`src/rtl/udpfb_pkg.sv`:
```
// Shared types and constants of the UDP/IPv4/Ethernet frame builder.
// Holds the configuration struct, the header position map and the frame state type.
// No dependencies.
`timescale 1ns / 1ps
`default_nettype none

package udpfb_pkg;

  localparam int LEN_W     = 11;
  localparam int HDR_IDX_W = 6;
  localparam int ACC_W     = 19;
  localparam int APB_AW    = 6;
  localparam int APB_DW    = 64;

  typedef logic [LEN_W-1:0]     len_t;
  typedef logic [HDR_IDX_W-1:0] hdr_idx_t;

  localparam len_t MAX_PAYLOAD = 11'd1472;

  // Option bits of the frame_options register.
  localparam int OPT_BCAST = 0;
  localparam int OPT_VLAN  = 1;
  localparam int OPT_HSR   = 2;

  // Byte positions in the full header layout; optional tags are skipped when off.
  localparam hdr_idx_t IDX_SMAC_LAST = 6'd11;
  localparam hdr_idx_t IDX_VLAN      = 6'd12;
  localparam hdr_idx_t IDX_VLAN_LAST = 6'd15;
  localparam hdr_idx_t IDX_HSR       = 6'd16;
  localparam hdr_idx_t IDX_HSR_LAST  = 6'd21;
  localparam hdr_idx_t IDX_TYPE      = 6'd22;
  localparam hdr_idx_t IDX_LAST      = 6'd51;

  typedef enum logic [1:0] {
    FS_START,
    FS_HEADER,
    FS_BODY
  } frame_state_t;

  typedef struct packed {
    logic [47:0] dest_mac;
    logic [47:0] source_mac;
    logic [31:0] source_ip;
    logic [31:0] dest_ip;
    logic [15:0] source_port;
    logic [15:0] dest_port;
    logic [2:0]  frame_options;
  } udpfb_cfg_t;

  typedef struct packed {
    logic     step;
    hdr_idx_t idx;
    len_t     len;
  } hdr_ctl_t;

  function automatic hdr_idx_t next_hdr_idx(hdr_idx_t idx, logic vlan, logic hsr);
    hdr_idx_t nxt;
    nxt = idx + hdr_idx_t'(1);
    if (idx == IDX_SMAC_LAST) begin
      nxt = vlan ? IDX_VLAN : (hsr ? IDX_HSR : IDX_TYPE);
    end else if (idx == IDX_VLAN_LAST) begin
      nxt = hsr ? IDX_HSR : IDX_TYPE;
    end
    return nxt;
  endfunction

endpackage

`default_nettype wire

```
`src/rtl/udpfb_cfg.sv`:
```
// APB register file of the frame builder: addresses, ports and frame options.
// Depends on udpfb_pkg.
`timescale 1ns / 1ps
`default_nettype none

module udpfb_cfg (
  input  wire logic                         clk,
  input  wire logic                         rst_n,
  input  wire logic                         psel,
  input  wire logic                         penable,
  input  wire logic                         pwrite,
  input  wire logic [udpfb_pkg::APB_AW-1:0] paddr,
  input  wire logic [udpfb_pkg::APB_DW-1:0] pwdata,
  output logic      [udpfb_pkg::APB_DW-1:0] prdata,
  output logic                              pready,
  output udpfb_pkg::udpfb_cfg_t             cfg
);
  import udpfb_pkg::*;

  localparam logic [2:0] REG_DEST_MAC      = 3'd0;
  localparam logic [2:0] REG_SOURCE_MAC    = 3'd1;
  localparam logic [2:0] REG_SOURCE_IP     = 3'd2;
  localparam logic [2:0] REG_DEST_IP       = 3'd3;
  localparam logic [2:0] REG_SOURCE_PORT   = 3'd4;
  localparam logic [2:0] REG_DEST_PORT     = 3'd5;
  localparam logic [2:0] REG_FRAME_OPTIONS = 3'd6;

  udpfb_cfg_t cfg_r, cfg_nxt;
  logic       wr_en;
  logic [2:0] reg_sel;

  assign wr_en   = psel & penable & pwrite;
  assign reg_sel = paddr[APB_AW-1:3];
  assign pready  = 1'b1;
  assign cfg     = cfg_r;

  always_comb begin
    cfg_nxt = cfg_r;
    if (wr_en) begin
      case (reg_sel)
        REG_DEST_MAC:      cfg_nxt.dest_mac      = pwdata[47:0];
        REG_SOURCE_MAC:    cfg_nxt.source_mac    = pwdata[47:0];
        REG_SOURCE_IP:     cfg_nxt.source_ip     = pwdata[31:0];
        REG_DEST_IP:       cfg_nxt.dest_ip       = pwdata[31:0];
        REG_SOURCE_PORT:   cfg_nxt.source_port   = pwdata[15:0];
        REG_DEST_PORT:     cfg_nxt.dest_port     = pwdata[15:0];
        REG_FRAME_OPTIONS: cfg_nxt.frame_options = pwdata[2:0];
        default: ;
      endcase
    end
  end

  always_comb begin
    case (reg_sel)
      REG_DEST_MAC:      prdata = {16'd0, cfg_r.dest_mac};
      REG_SOURCE_MAC:    prdata = {16'd0, cfg_r.source_mac};
      REG_SOURCE_IP:     prdata = {32'd0, cfg_r.source_ip};
      REG_DEST_IP:       prdata = {32'd0, cfg_r.dest_ip};
      REG_SOURCE_PORT:   prdata = {48'd0, cfg_r.source_port};
      REG_DEST_PORT:     prdata = {48'd0, cfg_r.dest_port};
      REG_FRAME_OPTIONS: prdata = {61'd0, cfg_r.frame_options};
      default:           prdata = '0;
    endcase
  end

  always_ff @(posedge clk) begin
    if (!rst_n) begin
      cfg_r <= '0;
    end else begin
      cfg_r <= cfg_nxt;
    end
  end

endmodule

`default_nettype wire

```
`src/rtl/udpfb_hdr.sv`:
```
// Header byte generator: selects the header byte at a given position and
// accumulates the IPv4 checksum and the HSR sequence. Depends on udpfb_pkg.
`timescale 1ns / 1ps
`default_nettype none

module udpfb_hdr (
  input  wire logic                  clk,
  input  wire logic                  rst_n,
  input  wire udpfb_pkg::udpfb_cfg_t cfg,
  input  wire udpfb_pkg::hdr_ctl_t   hctl,
  output logic [7:0]                 hdr_byte
);
  import udpfb_pkg::*;

  // Constant words of the IPv4 header: version/IHL, flags DF, TTL and protocol.
  localparam logic [ACC_W-1:0] CSUM_BASE = 19'h04500 + 19'h04000 + 19'h00111;

  logic [ACC_W-1:0] acc_r, acc_nxt;
  logic [15:0]      seq_r, seq_nxt;
  logic [15:0]      ip_len, udp_len, hsr_len, csum;

  assign ip_len  = 16'(hctl.len) + 16'd28;
  assign udp_len = 16'(hctl.len) + 16'd8;
  assign hsr_len = ip_len + 16'd6;
  assign csum    = ~acc_r[15:0];

  // The checksum is summed and folded during the MAC address bytes, long before
  // its own bytes go out.
  always_comb begin
    acc_nxt = acc_r;
    if (hctl.step) begin
      case (hctl.idx)
        6'd0: acc_nxt = CSUM_BASE + ACC_W'(ip_len) + ACC_W'(cfg.source_ip[31:16]);
        6'd1: acc_nxt = acc_r + ACC_W'(cfg.source_ip[15:0]);
        6'd2: acc_nxt = acc_r + ACC_W'(cfg.dest_ip[31:16]);
        6'd3: acc_nxt = acc_r + ACC_W'(cfg.dest_ip[15:0]);
        6'd4, 6'd5: acc_nxt = ACC_W'(acc_r[15:0]) + ACC_W'(acc_r[ACC_W-1:16]);
        default: ;
      endcase
    end
  end

  assign seq_nxt = (hctl.step && hctl.idx == IDX_HSR_LAST) ? seq_r + 16'd1 : seq_r;

  always_comb begin
    case (hctl.idx)
      6'd0:  hdr_byte = cfg.dest_mac[47:40] | {7'd0, cfg.frame_options[OPT_BCAST]};
      6'd1:  hdr_byte = cfg.dest_mac[39:32];
      6'd2:  hdr_byte = cfg.dest_mac[31:24];
      6'd3:  hdr_byte = cfg.dest_mac[23:16];
      6'd4:  hdr_byte = cfg.dest_mac[15:8];
      6'd5:  hdr_byte = cfg.dest_mac[7:0];
      6'd6:  hdr_byte = cfg.source_mac[47:40];
      6'd7:  hdr_byte = cfg.source_mac[39:32];
      6'd8:  hdr_byte = cfg.source_mac[31:24];
      6'd9:  hdr_byte = cfg.source_mac[23:16];
      6'd10: hdr_byte = cfg.source_mac[15:8];
      6'd11: hdr_byte = cfg.source_mac[7:0];
      6'd12: hdr_byte = 8'h81;
      6'd13: hdr_byte = 8'h00;
      6'd14: hdr_byte = 8'h00;
      6'd15: hdr_byte = 8'h00;
      6'd16: hdr_byte = 8'h89;
      6'd17: hdr_byte = 8'h2F;
      6'd18: hdr_byte = hsr_len[15:8];
      6'd19: hdr_byte = hsr_len[7:0];
      6'd20: hdr_byte = seq_r[15:8];
      6'd21: hdr_byte = seq_r[7:0];
      6'd22: hdr_byte = 8'h08;
      6'd23: hdr_byte = 8'h00;
      6'd24: hdr_byte = 8'h45;
      6'd25: hdr_byte = 8'h00;
      6'd26: hdr_byte = ip_len[15:8];
      6'd27: hdr_byte = ip_len[7:0];
      6'd28: hdr_byte = 8'h00;
      6'd29: hdr_byte = 8'h00;
      6'd30: hdr_byte = 8'h40;
      6'd31: hdr_byte = 8'h00;
      6'd32: hdr_byte = 8'h01;
      6'd33: hdr_byte = 8'h11;
      6'd34: hdr_byte = csum[15:8];
      6'd35: hdr_byte = csum[7:0];
      6'd36: hdr_byte = cfg.source_ip[31:24];
      6'd37: hdr_byte = cfg.source_ip[23:16];
      6'd38: hdr_byte = cfg.source_ip[15:8];
      6'd39: hdr_byte = cfg.source_ip[7:0];
      6'd40: hdr_byte = cfg.dest_ip[31:24];
      6'd41: hdr_byte = cfg.dest_ip[23:16];
      6'd42: hdr_byte = cfg.dest_ip[15:8];
      6'd43: hdr_byte = cfg.dest_ip[7:0];
      6'd44: hdr_byte = cfg.source_port[15:8];
      6'd45: hdr_byte = cfg.source_port[7:0];
      6'd46: hdr_byte = cfg.dest_port[15:8];
      6'd47: hdr_byte = cfg.dest_port[7:0];
      6'd48: hdr_byte = udp_len[15:8];
      6'd49: hdr_byte = udp_len[7:0];
      default: hdr_byte = 8'h00;
    endcase
  end

  always_ff @(posedge clk) begin
    acc_r <= acc_nxt;
  end

  always_ff @(posedge clk) begin
    if (!rst_n) begin
      seq_r <= 16'd1;
    end else begin
      seq_r <= seq_nxt;
    end
  end

  a_vlan_only_when_enabled: assert property (@(posedge clk) disable iff (!rst_n)
    (hctl.step && hctl.idx >= IDX_VLAN && hctl.idx <= IDX_VLAN_LAST)
      |-> cfg.frame_options[OPT_VLAN])
    else $error("VLAN tag byte emitted with VLAN option off");

  a_hsr_only_when_enabled: assert property (@(posedge clk) disable iff (!rst_n)
    (hctl.step && hctl.idx >= IDX_HSR && hctl.idx <= IDX_HSR_LAST)
      |-> cfg.frame_options[OPT_HSR])
    else $error("HSR tag byte emitted with HSR option off");

  a_seq_advances: assert property (@(posedge clk) disable iff (!rst_n)
    (hctl.step && hctl.idx == IDX_HSR_LAST) |=> (seq_r == $past(seq_r) + 16'd1))
    else $error("HSR sequence did not advance after its tag");

endmodule

`default_nettype wire

```
`src/rtl/udpfb_ctrl.sv`:
```
// Frame sequencer: input register, header position counter and payload count.
// Decides which byte goes out each cycle. Depends on udpfb_pkg.
`timescale 1ns / 1ps
`default_nettype none

module udpfb_ctrl (
  input  wire logic                   clk,
  input  wire logic                   rst_n,
  input  wire logic                   in_valid,
  output logic                        in_ready,
  input  wire logic [7:0]             in_payload_byte,
  input  wire udpfb_pkg::len_t        in_payload_length,
  input  wire logic [2:0]             frame_options,
  input  wire logic                   room,
  input  wire logic [7:0]             hdr_byte,
  output udpfb_pkg::hdr_ctl_t         hctl,
  output logic                        load,
  output logic [7:0]                  emit_byte,
  output logic                        emit_end
);
  import udpfb_pkg::*;

  logic         iv_r;
  logic [7:0]   ib_r;
  len_t         il_r;
  frame_state_t state_r, state_nxt;
  hdr_idx_t     idx_r, idx_nxt;
  len_t         pcount_r, pcount_nxt;

  len_t         len_c;
  hdr_idx_t     cur_idx;
  logic         go, hdr_last, consume;
  logic [LEN_W:0] pc_inc;

  assign len_c    = (il_r > MAX_PAYLOAD) ? MAX_PAYLOAD : il_r;
  assign cur_idx  = (state_r == FS_START) ? '0 : idx_r;
  assign go       = iv_r & room;
  assign hdr_last = (cur_idx == IDX_LAST);
  assign pc_inc   = {1'b0, pcount_r} + {{LEN_W{1'b0}}, 1'b1};

  always_comb begin
    state_nxt  = state_r;
    idx_nxt    = idx_r;
    pcount_nxt = pcount_r;
    emit_byte  = hdr_byte;
    emit_end   = 1'b0;
    consume    = 1'b0;
    case (state_r)
      FS_START, FS_HEADER: begin
        // A zero-length frame ends on its last header byte.
        if (hdr_last && len_c == '0) begin
          emit_end = 1'b1;
          consume  = 1'b1;
        end
        if (go) begin
          if (hdr_last) begin
            state_nxt = (len_c == '0) ? FS_START : FS_BODY;
            idx_nxt   = '0;
          end else begin
            state_nxt = FS_HEADER;
            idx_nxt   = next_hdr_idx(cur_idx, frame_options[OPT_VLAN],
                                     frame_options[OPT_HSR]);
          end
        end
      end
      FS_BODY: begin
        emit_byte = ib_r;
        consume   = 1'b1;
        emit_end  = (pc_inc >= {1'b0, len_c});
        if (go) begin
          if (emit_end) begin
            pcount_nxt = '0;
            state_nxt  = FS_START;
          end else begin
            pcount_nxt = pc_inc[LEN_W-1:0];
          end
        end
      end
      default: begin
        state_nxt = FS_START;
      end
    endcase
  end

  assign in_ready  = ~iv_r | (room & consume);
  assign load      = go;
  assign hctl.step = go & (state_r != FS_BODY);
  assign hctl.idx  = cur_idx;
  assign hctl.len  = len_c;

  always_ff @(posedge clk) begin
    if (!rst_n) begin
      iv_r     <= 1'b0;
      state_r  <= FS_START;
      idx_r    <= '0;
      pcount_r <= '0;
    end else begin
      if (in_ready) begin
        iv_r <= in_valid;
      end
      state_r  <= state_nxt;
      idx_r    <= idx_nxt;
      pcount_r <= pcount_nxt;
    end
  end

  always_ff @(posedge clk) begin
    if (in_ready && in_valid) begin
      ib_r <= in_payload_byte;
      il_r <= in_payload_length;
    end
  end

  a_header_holds_item: assert property (@(posedge clk) disable iff (!rst_n)
    (state_r == FS_HEADER) |-> iv_r)
    else $error("header in progress without a held item");

  a_header_idx_range: assert property (@(posedge clk) disable iff (!rst_n)
    (state_r == FS_HEADER) |-> (idx_r != '0 && idx_r <= IDX_LAST))
    else $error("header position out of range");

  a_count_only_in_body: assert property (@(posedge clk) disable iff (!rst_n)
    (pcount_r != '0) |-> (state_r == FS_BODY))
    else $error("payload count nonzero outside the payload phase");

endmodule

`default_nettype wire

```
`src/rtl/udpfb_out.sv`:
```
// Output register of the frame builder: holds one frame byte until taken.
// No package dependencies.
`timescale 1ns / 1ps
`default_nettype none

module udpfb_out (
  input  wire logic       clk,
  input  wire logic       rst_n,
  input  wire logic       load,
  input  wire logic [7:0] byte_in,
  input  wire logic       end_in,
  input  wire logic       out_ready,
  output logic            out_valid,
  output logic [7:0]      out_frame_byte,
  output logic            out_frame_end,
  output logic            room
);

  logic       valid_r;
  logic [7:0] byte_r;
  logic       end_r;

  // The register can take a new byte when empty or when its byte leaves now.
  assign room           = ~valid_r | out_ready;
  assign out_valid      = valid_r;
  assign out_frame_byte = byte_r;
  assign out_frame_end  = end_r;

  always_ff @(posedge clk) begin
    if (!rst_n) begin
      valid_r <= 1'b0;
    end else if (room) begin
      valid_r <= load;
    end
  end

  always_ff @(posedge clk) begin
    if (room && load) begin
      byte_r <= byte_in;
      end_r  <= end_in;
    end
  end

endmodule

`default_nettype wire

```
`src/rtl/udp_ip_eth_frame_builder_unit.sv`:
```
// Top level of the UDP/IPv4/Ethernet frame builder.
// Depends on udpfb_pkg, udpfb_cfg, udpfb_hdr, udpfb_ctrl and udpfb_out.
//
// Each input item is one UDP payload byte tagged with the frame's payload length
// (clamped to 1472). The first item of a frame produces the full header, one byte
// per cycle while the output register has room: 42 bytes, plus 4 with the VLAN
// tag and 6 with the HSR tag, then that item's payload byte, and in_ready stays
// low until its last byte is loaded. Later items of the frame carry the payload,
// which streams at one byte per cycle while the output register has room; for a
// zero-length frame the last header byte carries frame_end. The header position
// counter steps through the header bytes. A single output register holds each
// frame byte until it is taken, and out_ready reaches in_ready combinationally
// through it. Registers sit at byte address 8*i on the 64-bit APB port.
// They are read while a frame's header goes out, so the user must see that they
// are written only between frames; the block itself does not enforce this.
`timescale 1ns / 1ps
`default_nettype none

module udp_ip_eth_frame_builder_unit (
  input  wire logic                         clk,
  input  wire logic                         rst_n,
  input  wire logic                         psel,
  input  wire logic                         penable,
  input  wire logic                         pwrite,
  input  wire logic [udpfb_pkg::APB_AW-1:0] paddr,
  input  wire logic [udpfb_pkg::APB_DW-1:0] pwdata,
  output logic      [udpfb_pkg::APB_DW-1:0] prdata,
  output logic                              pready,
  input  wire logic                         in_valid,
  output logic                              in_ready,
  input  wire logic [7:0]                   in_payload_byte,
  input  wire logic [udpfb_pkg::LEN_W-1:0]  in_payload_length,
  output logic                              out_valid,
  input  wire logic                         out_ready,
  output logic [7:0]                        out_frame_byte,
  output logic                              out_frame_end
);
  import udpfb_pkg::*;

  udpfb_cfg_t cfg;
  hdr_ctl_t   hctl;
  logic [7:0] hdr_byte;
  logic [7:0] emit_byte;
  logic       emit_end;
  logic       load;
  logic       room;

  udpfb_cfg u_cfg (
    .clk     (clk),
    .rst_n   (rst_n),
    .psel    (psel),
    .penable (penable),
    .pwrite  (pwrite),
    .paddr   (paddr),
    .pwdata  (pwdata),
    .prdata  (prdata),
    .pready  (pready),
    .cfg     (cfg)
  );

  udpfb_hdr u_hdr (
    .clk      (clk),
    .rst_n    (rst_n),
    .cfg      (cfg),
    .hctl     (hctl),
    .hdr_byte (hdr_byte)
  );

  udpfb_ctrl u_ctrl (
    .clk               (clk),
    .rst_n             (rst_n),
    .in_valid          (in_valid),
    .in_ready          (in_ready),
    .in_payload_byte   (in_payload_byte),
    .in_payload_length (in_payload_length),
    .frame_options     (cfg.frame_options),
    .room              (room),
    .hdr_byte          (hdr_byte),
    .hctl              (hctl),
    .load              (load),
    .emit_byte         (emit_byte),
    .emit_end          (emit_end)
  );

  udpfb_out u_out (
    .clk            (clk),
    .rst_n          (rst_n),
    .load           (load),
    .byte_in        (emit_byte),
    .end_in         (emit_end),
    .out_ready      (out_ready),
    .out_valid      (out_valid),
    .out_frame_byte (out_frame_byte),
    .out_frame_end  (out_frame_end),
    .room           (room)
  );

endmodule

`default_nettype wire
```
`config.mk`:
```
export PLATFORM = sky130hd
export DESIGN_NAME = udp_ip_eth_frame_builder_unit
export DESIGN_NICKNAME = d
export VERILOG_FILES = /design/src/rtl/udpfb_pkg.sv /design/src/rtl/udpfb_cfg.sv /design/src/rtl/udpfb_hdr.sv /design/src/rtl/udpfb_ctrl.sv /design/src/rtl/udpfb_out.sv /design/src/rtl/udp_ip_eth_frame_builder_unit.sv
export SDC_FILE = /design/constraint.sdc
export NUM_CORES = 1
export LEC_CHECK = 0
export BUFFER_PORTS_ARGS = -buffer_cell sky130_fd_sc_hd__buf_2
export CAP_MARGIN = 20
export CORE_UTILIZATION = 43
export CTS_BUF_LIST = sky130_fd_sc_hd__clkbuf_16
export DETAILED_ROUTE_END_ITERATION = 16
export SLEW_MARGIN = 15
export SYNTH_ARGS = -nofsm -noshare
export SYNTH_HDL_FRONTEND = slang
export SYNTH_SLANG_ARGS = --single-unit
```
`constraint.sdc`:
```
create_clock -name clk -period 5.7 [get_ports clk]
set_input_delay 1.14 -clock clk [delete_from_list [all_inputs] [get_ports clk]]
set_output_delay 1.14 -clock clk [all_outputs]
set_load 0.03 [all_outputs]
```
==> impl_metrics.yaml <==
synth:
  synth_edf_count: 47
  ys_seq_area_share_pct: 35.2
  yosys.area_share.simple_pct: 21.6
  yosys_warnings: 0
  synth_mux_area_share_pct: 0.771
  synthArstFlopShare_pct: 0
  synth_cell_types: 80
  synth_area_sq_um: 17200
  synth_adder_area_share_pct: 4.63
  syn_area_per_cell_sq_um: 8.02
  synth-seq-cells: 279
  synth_top_family_by_area: "compound AO/OA/AOI/OAI gates"
  synth_compound_area_share_pct: 28.6
  ys.flop_type: "dfxtp_1"
  synth_xor_area_share_pct: 4.23
  synthCells: 2144
setup_path:
  startpoint_type: "flip-flop"
  path_class: "reg2reg"
  crit_arrival_ns: 5.57
  critPathMaxFanout: 6
  ff2ff_setup_slack_ns: 0.40
  required_ns: 5.97
  endpoint_kind: "flip-flop"
detailed_routing:
  detail-route-antenna-nets: 0
  drcViolationCount: 0
  initialDrtViolationCount: 2523
  wirelength_mm: 72.2
  routed_via_density: 6.37
  drtPass1Iterations: 7
  num_vias: 17500
  wl_per_cell_um: 26.2
clocking:
  numClockSinks: 279
  cts_tree: "yes"
  path_clk_slew_ns: 0.06
  cts_setup_buffers: 0
  cts_inserted_buffers: 35
  h-tree-depth: 2
  cts_buffer_depth: 3
  clk_latency_ns: 0.58
  cts-root-buf: "clkbuf_16"
timing:
  finalSetupViolations: 0
  min_period_over_period_pct: 93.0
  rsz0062_at_grt: "false"
  fin_skew_ns: 0.0241
  fin_crit_ns: 5.30
  fin_setup_tns_ns: 0
  worst_pin_slew_ns: 1.10
  slew_viol_final: 0
  hold_slack_ns: 0.488
  slew_headroom_pct: 26.9
  hold_viol_final: 0
  max_freq_mhz: 189
power_and_ir_drop:
  ir_drop_v: 0.000193
  leakage_uw: 0.00720
  power_density_nw_per_um2: 251
floorplan:
  start_util_pct: 44.1
  die_h_um: 202
  die_w_um: 202
  core_area_sq_um: 39000
  die_area_sq_um: 40800
  ios: 172
  rows: 72
global_routing:
  antenna_found_initial: 4
  grt_pass1_vias: 16100
  grt_first_pass_wirelength_mm: 106
  grt_usage_pct: 34.6
  grt.overflow.total: 0
  grt_start_max_net_pins: 121
cells_and_area:
  drive_gt1_share_pct: 11.5
  area_growth_pct: 12.6
  final_cell_mix: "nand2_1 (513), dfxtp_1 (232), a21boi_0 (200), buf_2 (134), a22oi_1 (100)"
  nNetsFinal: 2362
  final_common_cell: "nand2_1"
placement:
  portBuffers: 135
  gp_congestion: 1.05
  place_hpwl_mm: 51.8
job:
  drv_cap: 0
min_path:
  hp-class: "reg2reg"
run_status:
  outcome: "finished, final reports clean"
==> registers in the layout, summed over array words and instances, names as in the netlist <==
signal                flops
u_cfg.cfg               195
u_ctrl.ib_r               8
u_ctrl.idx_r              6
u_ctrl.il_r              11
u_ctrl.iv_r               1
u_ctrl.pcount_r          11
u_ctrl.state_r            2
u_hdr.acc_r              19
u_hdr.seq_r              16
u_out.out_frame_byte      8
u_out.out_frame_end       1
u_out.out_valid           1
==> cell families after synthesis <==
family          Yosys count
flops                   279
other cells               2
buf+inv                 201
compound gates          663
mux                      13
fa+ha+maj                62
xor+xnor                 83
simple gates            841
==> critical path, stage by stage, from the launching register on <==
cell and delay, ns:
edfxtp_1 0.46, or4_4 0.57, o211ai_2 0.19, nand2_1 0.21
ha_1 0.26, a21boi_1 0.23, a21oi_1 0.11, o22a_1 0.33
a21o_1 0.27, nor2_1 0.21, nand2_1 0.10, xor2_1 0.16
ha_1 0.34, a21oi_1 0.15, nor2b_1 0.06, a41oi_1 0.29
a211o_1 0.27, nor2b_1 0.09, a32o_1 0.21, a221oi_1 0.33
o311ai_0 0.18
==> path summary, 6_finish.rpt <==
kind | startpoint | to | cells after the start
worst max register to register | u_ctrl.il_r[1] | u_hdr.acc_r[14] | 20
worst min register to register | u_cfg.cfg[167] | u_cfg.cfg[167] | 2
worst min-delay path | u_cfg.cfg[167] | u_cfg.cfg[167] | 2
worst max-delay path | u_ctrl.il_r[1] | u_hdr.acc_r[14] | 20
==> per-stage QoR <==
step	cell area [sq um]	total power [uW]	util, %	setup WS, ns	cells
after floorplan	17300	2460	-	0.894	2160
after detailed placement	18200	2630	46.7	0.348	2685
after global routing	19400	4990	49.6	0.0887	2750
after global placement	18200	2630	46.7	0.439	2685
after CTS	19300	4860	49.6	0.318	2748
final	19400	4860	49.6	0.400	2750
==> cell type report <==
class                   instances  area [sq um]
clock inverters                28           259
multi-input cells            1680         10400
diodes                          1          2.50
inverters                      30           113
flip-flops and latches        279          6060
clock buffers                  35           876
repair buffers                179          1010
well taps                     518           648
fillers                      3800         19600
==> cell usage after synthesis (all sizes together) (35+ instances only) <==
cell | instances | area, sq um
dfxtp | 232 | 4640
buf | 35 | 226
nor3 | 36 | 190
o21ai | 80 | 400
a21boi | 201 | 1510
nor2 | 79 | 297
edfxtp | 47 | 1410
xor2 | 35 | 307
a22oi | 100 | 751
clkbuf | 136 | 510
nand2 | 517 | 1940
nand3 | 56 | 280
a22o | 41 | 359
xnor2 | 48 | 420
a21oi | 49 | 245
ha | 58 | 726
==> power by group <==
part	internal (uW)	total [uW]	switching, uW
clock network	1310	2250	938
logic	180	500	320
registers	2050	2110	58.8
==> metal layers <==
metal,up-vias,track usage (%),share of wire [%]
li1,7842,-,-
met1,8354,46.3,40
met2,1114,52.0,43
met3,209,7.82,11
met4,4,17.5,5.4
met5,-,0,0.040
==> timing repair <==
item	4_1_cts	5_1_grt
hold buffers	0	0
resized for setup	0	2
setup endpoints to repair	0	2
Note: power is estimated with default switching activity, not from simulation.
